File: src/sv/iht_pkg.sv
package iht_pkg;

    localparam int GRAY_LEVELS          = 256;
    localparam int LVL_W                = 8;
    localparam int ITER_W               = 10;
    localparam int DEF_MAX_FRAME_PIXELS = 1048575;
    localparam int APB_ADDR_W           = 4;

    localparam logic [ITER_W-1:0] ITER_LIMIT_RST = 10'd1000;
    localparam logic [LVL_W-1:0]  LVL_MAX        = 8'd255;

    // register byte addresses
    localparam logic [APB_ADDR_W-1:0] REG_USE_FIXED = 4'h0;
    localparam logic [APB_ADDR_W-1:0] REG_START_THR = 4'h4;
    localparam logic [APB_ADDR_W-1:0] REG_ITER_LIM  = 4'h8;

    localparam logic OP_ACCUM    = 1'b0;
    localparam logic OP_BINARIZE = 1'b1;

    typedef struct packed {
        logic              use_fixed_start;
        logic [LVL_W-1:0]  start_threshold;
        logic [ITER_W-1:0] iteration_limit;
    } iht_cfg_t;

    typedef enum logic [3:0] {
        ST_CLEAR,
        ST_IDLE,
        ST_ACC,
        ST_START,
        ST_CHECK,
        ST_SWEEP,
        ST_DIV,
        ST_WAIT,
        ST_EVAL,
        ST_REPORT
    } iht_state_t;

endpackage

File: src/sv/iht_cfg.sv
module iht_cfg
    import iht_pkg::*;
(
    input  logic                  aclk,
    input  logic                  aresetn,
    input  logic                  psel,
    input  logic                  penable,
    input  logic                  pwrite,
    input  logic [APB_ADDR_W-1:0] paddr,
    input  logic [31:0]           pwdata,
    output logic [31:0]           prdata,
    output logic                  pready,
    output iht_cfg_t              cfg
);

    iht_cfg_t cfg_reg;

    always_ff @(posedge aclk) begin
        if (!aresetn) begin
            cfg_reg.use_fixed_start <= 1'b0;
            cfg_reg.start_threshold <= '0;
            cfg_reg.iteration_limit <= ITER_LIMIT_RST;
        end else if (psel && penable && pwrite) begin
            unique case (paddr)
                REG_USE_FIXED: cfg_reg.use_fixed_start <= pwdata[0];
                REG_START_THR: cfg_reg.start_threshold <= pwdata[LVL_W-1:0];
                REG_ITER_LIM:  cfg_reg.iteration_limit <= pwdata[ITER_W-1:0];
                default: ;
            endcase
        end
    end

    // read mux
    always_comb begin
        unique case (paddr)
            REG_USE_FIXED: prdata = 32'(cfg_reg.use_fixed_start);
            REG_START_THR: prdata = 32'(cfg_reg.start_threshold);
            REG_ITER_LIM:  prdata = 32'(cfg_reg.iteration_limit);
            default:       prdata = '0;
        endcase
    end

    assign pready = 1'b1;
    assign cfg    = cfg_reg;

endmodule
File: config.mk
export PLATFORM = sky130hd
export DESIGN_NAME = iht_cfg
export DESIGN_NICKNAME = d
export VERILOG_FILES = /design/src/sv/iht_pkg.sv /design/src/sv/iht_cfg.sv
export SDC_FILE = /design/constraint.sdc
export NUM_CORES = 1
export LEC_CHECK = 0
export BUFFER_PORTS_ARGS = -buffer_cell sky130_fd_sc_hd__buf_4
export CORE_AREA = 4 4 84 47
export CTS_BUF_LIST = sky130_fd_sc_hd__clkbuf_8
export DETAILED_ROUTE_END_ITERATION = 6
export DIE_AREA = 0 0 88 51
export PLACE_DENSITY = 0.75
export SYNTH_ARGS = -nofsm -noshare
export SYNTH_HDL_FRONTEND = slang
export SYNTH_SLANG_ARGS = --single-unit
File: constraint.sdc
create_clock -name aclk -period 1 [get_ports aclk]
set_input_delay 0 -clock aclk [delete_from_list [all_inputs] [get_ports aclk]]
set_output_delay 0 -clock aclk [all_outputs]
set_load 0.01 [all_outputs]
After elaboration in Yosys (flattened, before gate mapping) --
Cells that the tools add are included.
Word-level totals: bits in registers 19, bits in latches 0, memory bits (writable) 0, ROM bits 0, bits of input ports 41, output and inout port bits 52, word-level logic and storage cells 12, memories kept 0
Operators by class: $add $sub $neg 0, $mul 0, divide/modulo/power cells 0, magnitude comparators 0, equality and inequality tests 2, shifts and indexed selects 0, muxes and demuxes 1, bitwise gates (word level) 0, reductions and logical operators 6
Operators with widths (count):
- 10-bit one-hot mux with 3 select lines | 1
- 2-bit AND reduction | 3
- 4-bit by 3-bit == test with 1-bit output, second input constant | 1
- 4-bit == test, second input constant | 1
- 4-bit zero test | 1
- 1-bit logical AND | 2

Longest topological paths before layout --
depth after elaboration 3, depth in mapped cells 5, gate-level depth less buffers 3

Worst setup path before layout --
OpenSTA, ideal clock, no wires.
kind input-to-reg, from in paddr[1], to reg cfg_reg (netlist bit cfg[10]), library setup time 0.072 ns, data arrival time 0.909 ns, required time 0.928 ns, setup slack 0.020 ns, cell stages on the path 4, cell sequence nor4b_4 and2_1 buf_6 mux2i_1
On the way: word-level cells in the longest chain between the ends 2
RTL lines:
- start, declared | line iht_cfg.sv:9 | input logic [APB_ADDR_W-1:0] paddr,
- 4-bit by 3-bit == test with 1-bit output | line iht_cfg.sv:24 | unique case (paddr)
- 2-bit AND reduction (no source line)
- end, declared | line iht_cfg.sv:16 | iht_cfg_t cfg_reg;
Every way passes these cells. A chain may end at the register's enable or synchronous reset.

Worst setup path after layout --
from reg cfg_reg (netlist bit cfg[14]), to out prdata[4]
On the way: word-level cells in the longest chain between the ends 1
RTL lines:
- 10-bit one-hot mux with 3 select lines | line iht_cfg.sv:35 | unique case (paddr)
- end, declared | line iht_cfg.sv:11 | output logic [31:0] prdata,
Every way passes these cells.

==> impl_metrics.csv <==
group,metric,value,unit
status,run_status,"finished clean",
synth,synth_xor_area_share,0,%
flow_run,maxCapViolCount,0,
die,die_y,51,um
die,initial_core_util,33.3,%
placement,dp_cells,209,
clock_network,clockBufferDepth,2,
setup_path,r2r_start,"cfg[0]",
die,row_count,15,
drt,drtIter0Drc,25,
power,p_per_area,989,nW/um2
synth,avgSynthCellArea,8.86,um2
placement,pre_cts_slack,-0.0373,ns
setup_path,worstPathRequired,1.00,ns
global_routing,grt_max_degree,28,
placement,gp_congestion,0.748,
setup_path,cp-start-kind,"register",
sta,fin_ws,0.0394,ns
synth,mappedNetlistArea,1080,um2
setup_path,cp_max_fo,3,
final_layout,final_net_count,218,
drt,viasPerCell,4.21,
sta,slew_violations,0,
drt,wl_per_cell,12.1,um
synth,synth-simple-area-share,19.1,%
final_layout,fin_cells,218,
placement,port_buffers,47,
global_routing,track_usage,11.3,%
synth,synth_compound_area_share,11.3,%
sta,rsz0062_at_grt,"true",
power,ir_worst_vdd,0.000427,V
synth,yosys.area.top_type,"dfxtp_1",
placement,hpwl,2050,um
sta,clock_skew,0,ns
synth,ys_warn_count,0,
sta,setup_viol,0,
drt,routed_wl,2640,um
clock_network,clock-sinks,19,
clock_network,cts_buffers,3,
sta,post-route-period-util,96.1,%
synth,synth-seq-cells,19,
global_routing,grt_pass1_vias,807,
final_layout,syn_to_final_growth,40.0,%
die,die-area,4490,um2
final_layout,diodes,0,
synth,synth.area.top_cells,"dfxtp_1 (35%), buf_4 (17%), mux2i_1 (12%)",
drt,detail-route-antenna-nets,0,
global_routing,antenna_found_initial,0,
final_layout,final_area,1510,um2
synth,synth_cells,122,
clock_network,cts_root_buf,"clkbuf_8",
synth,synth_top_family_by_area,"buffers and inverters",
min_path,hold_path.class,"input port to register",
clock_network,clk_pin_slew,0.07,ns
min_path,hold_end,"cfg[6]",
clock_network,htreeDepth,1,
min_path,min_from,"pwdata[6]",
setup_path,r2r_setup_slack,0.33,ns
power,leakage,0.000750,uW
sta,tns,0,ns
global_routing,grt_pass1_wl,3860,um
global_routing,grt_overflow,0,
drt,drc,0,
die,io_pins,93,
synth,ys_seq_area_share,35.2,%
synth,synthMuxAreaShare,12.0,%
drt,vias,918,
sta,finalHoldViolCount,0,
synth,synth.top_cell.area_share,35.2,%
die,die-width,88,um
final_layout,most-common-layout-cells,"buf_4 (54), nand2_1 (24), conb_1 (23)",
setup_path,timing.rr.end,"cfg[0]",
clock_network,clock_latency,0.26,ns
die,coreArea,3250,um2
final_layout,drive_above_1_share,42.0,%
synth,synth_fa_ha_area_share,0,%
min_path,hold_path_depth,3,
setup_path,critPathCaptureType,"primary output",
setup_path,arrival,0.96,ns
sta,timing.final.crit_period,0.961,ns
drt,first_pass_iters,4,
clock_network,cts_tree,"built",
synth,synth_cell_types,17,
final_layout,largest_reg_flops,19,
setup_path,reg2reg_depth,3,
placement,dpl_cell_area,1410,um2
final_layout,final_common_cell,"buf_4",
setup_path,critPathKind,"register to primary output",
sta,fmax,1040,MHz
## through the flow
stage | hold slack (ns) | total power, uW | utilization, %
after floorplan | 0.142 | 945 | -
after global placement | 0.251 | 973 | 43.3
after detailed placement | 0.256 | 975 | 43.3
after CTS | 0.000177 | 1520 | 45.6
after global routing | 0.000454 | 1570 | 46.6
final | 0.00593 | 1500 | 46.6
## worst max-delay path by stage
| stage | startpoint | cells past startpoint | to | slack, ns |
|---|---|---|---|---|
| 2_1_floorplan | paddr[1] | 4 | cfg[10] | 0.02 |
| 6_report | cfg[14] | 2 | prdata[4] | 0.04 |
| 3_5_place_dp | paddr[1] | 5 | cfg[11] | -0.04 |
| 5_1_grt | cfg[0] | 3 | prdata[0] | -0.009 |
| 4_1_cts | paddr[1] | 6 | prdata[0] | 0.003 |
| 3_3_place_gp | paddr[1] | 5 | cfg[14] | 0.01 |
## synthesized netlist by cell type
master / instances
conb_1: 2
and2_1: 4
nor4b_4: 2
nor4_1: 1
clkbuf_1: 4
nand3_1: 6
buf_4: 24
buf_6: 1
mux2i_1: 13
a22o_2: 7
inv_1: 6
and3_2: 1
a22oi_1: 1
dfxtp_1: 19
buf_2: 1
o211ai_1: 6
nand2_1: 24
## critical path: stages, from the launching register on
cell,delay [ns]
dfxtp_2,0.33
a22o_2,0.23
buf_4,0.14
## power breakdown
part	switching, uW	internal, uW	total (uW)
clock	252	273	526
sequential	3.07	760	763
combinational	115	93.6	209
total	370	1130	1500
## cells by family after synthesis
family | Yosys count
other | 2
AND/OR/NAND/NOR | 38
AO/OA/AOI/OAI | 14
buffers and inverters | 36
flip-flops | 19
multiplexers | 13
## per-layer routing
metal	global-route usage [%]	part of all wire [%]	vias up	routed length (um)
met4	1.53	0.38	0	10
met5	0	0	-	0
met1	15.4	44	416	1170
li1	-	-	472	-
met3	4.67	8.4	2	221
met2	16.9	47	28	1240
## final cells by class
type	instances	area (um2)
Fill cell	333	1730
Clock inverter	1	3.75
Inverter	6	22.5
Sequential cell	19	385
Multi-Input combinational cell	88	551
Clock buffer	3	41.3
Timing Repair Buffer	59	458
Tap cell	42	52.6
## what timing repair did
| item | CTS | global route |
|---|---|---|
| gates resized for setup | 0 | 7 |
| hold endpoints to repair | 3 | 0 |
| endpoints found under the setup margin | 0 | 5 |
| setup buffers | 0 | 2 |
| hold buffers | 3 | 0 |
Note: power is estimated with default switching activity, not from simulation.
