## config.mk

```make
export PLATFORM = sky130hd
export DESIGN_NAME = iht_div
export DESIGN_NICKNAME = d
export VERILOG_FILES = /design/src/sv/iht_pkg.sv /design/src/sv/iht_div.sv
export SDC_FILE = /design/constraint.sdc
export NUM_CORES = 1
export LEC_CHECK = 0
export BUFFER_PORTS_ARGS = -buffer_cell sky130_fd_sc_hd__buf_2
export CELL_PAD_IN_SITES_DETAIL_PLACEMENT = 2
export CELL_PAD_IN_SITES_GLOBAL_PLACEMENT = 2
export CORE_ASPECT_RATIO = 0.9
export CORE_MARGIN = 2
export CORE_UTILIZATION = 37
export DETAILED_ROUTE_END_ITERATION = 10
export PLACE_DENSITY = 0.85
export SLEW_MARGIN = 0
export SYNTH_ARGS = -nofsm -noshare
export SYNTH_HDL_FRONTEND = slang
export SYNTH_SLANG_ARGS = --single-unit
```

## constraint.sdc

```tcl
create_clock -name aclk -period 6.21 [get_ports aclk]
set_input_delay 0.621 -clock aclk [delete_from_list [all_inputs] [get_ports aclk]]
set_output_delay 0.621 -clock aclk [all_outputs]
set_load 0.02 [all_outputs]
```

## src/sv/iht_pkg.sv

```systemverilog
package iht_pkg;

    localparam int GRAY_LEVELS          = 256;
    localparam int LVL_W                = 8;
    localparam int ITER_W               = 10;
    localparam int DEF_MAX_FRAME_PIXELS = 1048575;
    localparam int APB_ADDR_W           = 4;

    localparam logic [ITER_W-1:0] ITER_LIMIT_RST = 10'd1000;
    localparam logic [LVL_W-1:0]  LVL_MAX        = 8'd255;

    // register byte addresses
    localparam logic [APB_ADDR_W-1:0] REG_USE_FIXED = 4'h0;
    localparam logic [APB_ADDR_W-1:0] REG_START_THR = 4'h4;
    localparam logic [APB_ADDR_W-1:0] REG_ITER_LIM  = 4'h8;

    localparam logic OP_ACCUM    = 1'b0;
    localparam logic OP_BINARIZE = 1'b1;

    typedef struct packed {
        logic              use_fixed_start;
        logic [LVL_W-1:0]  start_threshold;
        logic [ITER_W-1:0] iteration_limit;
    } iht_cfg_t;

    typedef enum logic [3:0] {
        ST_CLEAR,
        ST_IDLE,
        ST_ACC,
        ST_START,
        ST_CHECK,
        ST_SWEEP,
        ST_DIV,
        ST_WAIT,
        ST_EVAL,
        ST_REPORT
    } iht_state_t;

endpackage

```

## src/sv/iht_div.sv

```systemverilog
module iht_div
    import iht_pkg::*;
#(
    parameter int SUM_W = 36,
    parameter int CNT_W = 28
) (
    input  logic             aclk,
    input  logic             aresetn,
    input  logic             start,
    input  logic [SUM_W-1:0] dividend,
    input  logic [CNT_W-1:0] divisor,
    output logic             done,
    output logic [LVL_W-1:0] quotient
);

    localparam int STEP_W = $clog2(LVL_W + 1);

    logic [SUM_W-1:0]  rem_reg;
    logic [SUM_W-1:0]  sh_reg;
    logic [LVL_W-1:0]  q_reg;
    logic [STEP_W-1:0] step_reg;
    logic              busy_reg;
    logic              zero_reg;
    logic              done_reg;
    logic              ge;

    // restoring division, one quotient bit a cycle; mean never exceeds 255
    assign ge = (rem_reg >= sh_reg);

    always_ff @(posedge aclk) begin
        if (!aresetn) begin
            busy_reg <= 1'b0;
            done_reg <= 1'b0;
        end else begin
            done_reg <= 1'b0;
            if (start) begin
                busy_reg <= 1'b1;
                step_reg <= STEP_W'(LVL_W);
                rem_reg  <= dividend;
                sh_reg   <= SUM_W'(divisor) << (LVL_W - 1);
                zero_reg <= (divisor == '0);
                q_reg    <= '0;
            end else if (busy_reg) begin
                if (ge) begin
                    rem_reg <= rem_reg - sh_reg;
                end
                q_reg    <= {q_reg[LVL_W-2:0], ge};
                sh_reg   <= sh_reg >> 1;
                step_reg <= step_reg - 1'b1;
                if (step_reg == STEP_W'(1)) begin
                    busy_reg <= 1'b0;
                    done_reg <= 1'b1;
                end
            end
        end
    end

    assign done     = done_reg;
    assign quotient = zero_reg ? '0 : q_reg;

endmodule

```

After elaboration in Yosys (flattened, before gate mapping)
Cells that the tools add are included.

word-level totals
  input port bits = 67
  word-level logic and storage cells = 33
  output and inout bits = 9
  register bits = 86

operators by class
  magnitude comparators = 1
  mux-type cells = 12
  bitwise logic cells = 2
  equality and inequality tests = 1
  add/subtract/negate cells = 2
  reduce and logical (&&, ||, !) cells = 7

operators with widths
  kind                                              count
  2-to-1 mux 36 bit                                 3
  2-to-1 mux 35 bit                                 2
  >= comparator 36 x 35 -> 1 bit                    1
  subtractor 36 x 35 -> 36 bit                      1
  logical NOT 28 bit                                1
  2-to-1 mux 8 bit                                  2
  == test 4 x 1 -> 1 bit, second input constant     1
  2-to-1 mux 1 bit                                  4
  2-to-1 mux 4 bit                                  1
  AND reduction 2 bit                               2
  nonzero test 2 bit                                2
  subtractor 4 x 1 -> 4 bit, second input constant  1
  AND reduction 3 bit                               1
  OR reduction 3 bit                                1
  NOT 1 bit                                         2

Depth between registers and ports, before layout
  depth after elaboration = 4
  depth in mapped cells = 11
  mapped depth without buffers = 11

Worst setup path before layout
OpenSTA, ideal clock, no wires.

  kind = reg2reg
  from = register sh_reg[0]
  to = register rem_reg[0], enable pin
  cell stages (with the launch flop) = 11
  clock period less this slack = 4.322 ns
  path buffers = 0
  data required time = 5.759 ns
  library setup time = 0.451 ns
  arrival = 3.871 ns
  setup slack = 1.888 ns
  cells stage by stage = edfxtp_1 -> ha_1 -> fa_1 -> nor2b_1 -> o21bai_4 -> a21oi_2 -> o211ai_1 -> a21o_1 -> nor3_1 -> o31ai_1 -> a31oi_1

between the ends
  cells in the longest elaborated chain, start to end = 3

ends and longest elaborated chain
  item                                  RTL line       source
  start: declaration                    iht_div.sv:19  logic [SUM_W-1:0] sh_reg;
  start signal: assignment              iht_div.sv:40  sh_reg <= SUM_W'(divisor) << (LVL_W - 1);
  start signal: assignment              iht_div.sv:48  sh_reg <= sh_reg >> 1;
  >= comparator 36 x 35 -> 1 bit        iht_div.sv:28  assign ge = (rem_reg >= sh_reg);
  nonzero test 2 bit (no source line)   -
  AND reduction 3 bit (no source line)  -
  end signal: assignment                iht_div.sv:39  rem_reg <= dividend;
  end signal: assignment                iht_div.sv:45  rem_reg <= rem_reg - sh_reg;
  end: declaration                      iht_div.sv:18  logic [SUM_W-1:0] rem_reg;

Every way passes these cells.
A chain may end at the register's enable or synchronous reset.

Worst setup path after layout
  from = register sh_reg[0]
  to = register rem_reg[14], enable pin

Same word-level chain as after synthesis.

==> qor.txt <==
Tmin final: 3720 ps
Pleak: 2.72 nW
Final Power: 0.00181 W
Crit Path Max Fanout: 19
crit path cell chain: ha_1 > fa_1 > nor2b_1 > o21bai_4 > a21oi_2 > o211ai_1 > a21o_1 > nor3_1 > o31ai_1 > a31oi_4 > buf_4
Post-Route WL: 18200 um
Synth cell types: 75
final design area excluding fillers: 6800 um^2
# port buffers: 75
max_cap viols: 0
first-pass GRT wire length: 29700 um
via count: 5060
final worst-path setup slack: 2490 ps
PostCTS Resize Cnt: 0
Initial Util: 0.376
area of placed instances: 6510 um^2
TritonCTS clock tree: built
Congestion Overflow GR: 0
Crit path max-delay family: compound AO/OA/AOI/OAI gates
status: complete, no violations
share of layout cells above drive strength 1: 0.175
Buf/Inv on CP: 1
area of the core: 16000 um^2
Fin Clk Skew: 12.3 ps
Peak VDD IR: 0.148 mV
setup slack at placement: 2510 ps
fin. max-slew vios: 0
Die Height: 125 um
clk slew on worst S/H paths: 70 ps
share of the clock period used by the worst path: 0.599
Die W: 138 um
first drt pass iteration count: 4
Ys Warns: 0
most frequent cells in the layout: nand2_1 (86), edfxtp_1 (84), buf_2 (74), o21ai_0 (60), inv_1 (51)
setup_tns: 0 ps
kind of end point of the critical path: register
Req. time, crit path: 6240 ps
synthesized area per cell: 9.38 um^2
most common cell after layout, fill and taps aside: nand2_1
Slew @ Worst Pin: 964 ps
Max Buffers Root-to-Sink: 2
startpoint types: register
nets: 804
critical path's largest stage delay: 660 ps
Overall Global Routing Usage: 0.216
Remaining DRCs: 0
Highest Clock Rate: 269 MHz
# IOs: 76
Post-CTS Setup Bufs: 0
ANT cells: 0
final hold vios: 0
Largest register FFs: 36
Routability Congestion: 0.863
Mapped Nets: 746
Mapped Area: 6020 um^2
antenna violations before repair: 0
Pwr per Cell Area: 266 nW/um^2
CP arrival: 3760 ps
Post-CTS Hold Buffers: 0
Row Count: 44
Avg WL per Cell: 19.9 um
H-tree Lvls: 3
ys flop type: edfxtp_1
ys async rst share: 0
worst relative slew slack: 0.354
DRT iter0 DRCs: 229
area grow syn2layout: 13.0%
clock buffer count from CTS: 9
clock sinks: 86
CTS root buffer: clkbuf_16
RSZ-0062 raised after global routing: no
Crit-path slowest cell: a31oi_4
vias per cell: 5.55
HPWL Detailed: 13800 um
final setup vio count: 0
vias in the first global route: 5546
WS Path Type: reg2reg
class of the worst hold path: reg2reg
Clk Latency, worst-skew pair: 360 ps
Die Footprint: 17300 um^2
Seq/Total Area, Yosys: 0.426
#FFs+latches synth: 86
largest net degree at the start of global routing: 94
Mapped Cells: 641
ANT nets after route: 0
Post-synth EDFFs: 84
-- final cells by class --
cell class | count | area [um^2]
well taps | 207 | 259
multi-input cells | 471 | 3090
inverters | 53 | 199
clock buffers | 10 | 229
clock inverters | 6 | 62.6
repair buffers | 78 | 400
flip-flops and latches | 86 | 2560
fillers | 1781 | 9220
-- cells by family after synthesis --
| kind of cell | after synthesis | synth area share |
|---|---|---|
| AND/OR/NAND/NOR | 222 | 0.188 |
| XOR/XNOR | 24 | 0.0349 |
| buffers and inverters | 84 | 0.0632 |
| adder cells (fa/ha/maj) | 38 | 0.0803 |
| multiplexers | 3 | 0.00541 |
| AO/OA/AOI/OAI | 184 | 0.202 |
| flip-flops | 86 | 0.426 |
-- stage by stage --
step / utilization / cells / hold slack, ps
5_1_grt: 0.424 / 911 / 504
3_3_place_gp: 0.406 / 895 / 428
4_1_cts: 0.424 / 911 / 461
6_report: 0.424 / 911 / 457
3_5_place_dp: 0.406 / 895 / 446
2_1_floorplan: - / 641 / 411
-- layer usage --
layer | routed length [um] | up-vias | track usage
li1 | - | 2432 | -
met1 | 8300 | 2510 | 0.271
met2 | 8990 | 92 | 0.377
met3 | 543 | 26 | 0.0414
met4 | 342 | 0 | 0.0708
met5 | 0 | - | 0
-- power breakdown --
group / internal, W / switching (W)
logic: 0.000197 / 0.000334
clock network: 0.000311 / 0.000247
registers: 0.000702 / 0.0000173
total: 0.00121 / 0.000599
-- worst paths after layout --
kind                            slack (ps)      start           to  cells after the start
worst max-delay path                  2490  sh_reg[0]  rem_reg[14]                     11
worst min-delay path                   460   busy_reg         done                      2
worst max register to register        2490  sh_reg[0]  rem_reg[14]                     11
worst min register to register         460   busy_reg         done                      2
-- worst min-delay path, stage by stage, from the launching register on --
cell     delay (ps)
dfxtp_1         320
nand2_1          50
nor3_1           40
-- synth_stat cells (10+ instances only) --
| master | number | area (um^2) |
|---|---|---|
| nor2b_1 | 22 | 138 |
| ha_1 | 37 | 463 |
| xnor2_1 | 15 | 131 |
| clkbuf_1 | 17 | 63.8 |
| o21ai_1 | 14 | 70.1 |
| edfxtp_1 | 84 | 2520 |
| nand2_1 | 86 | 323 |
| o21ai_0 | 60 | 300 |
| inv_1 | 52 | 195 |
| nor3_1 | 10 | 50.1 |
| nand3_1 | 10 | 50.1 |
| nand4_1 | 14 | 87.6 |
| a21oi_1 | 38 | 190 |
| a21o_1 | 10 | 75.1 |
| nor2_1 | 30 | 113 |
(Power assumes the default switching activity.)
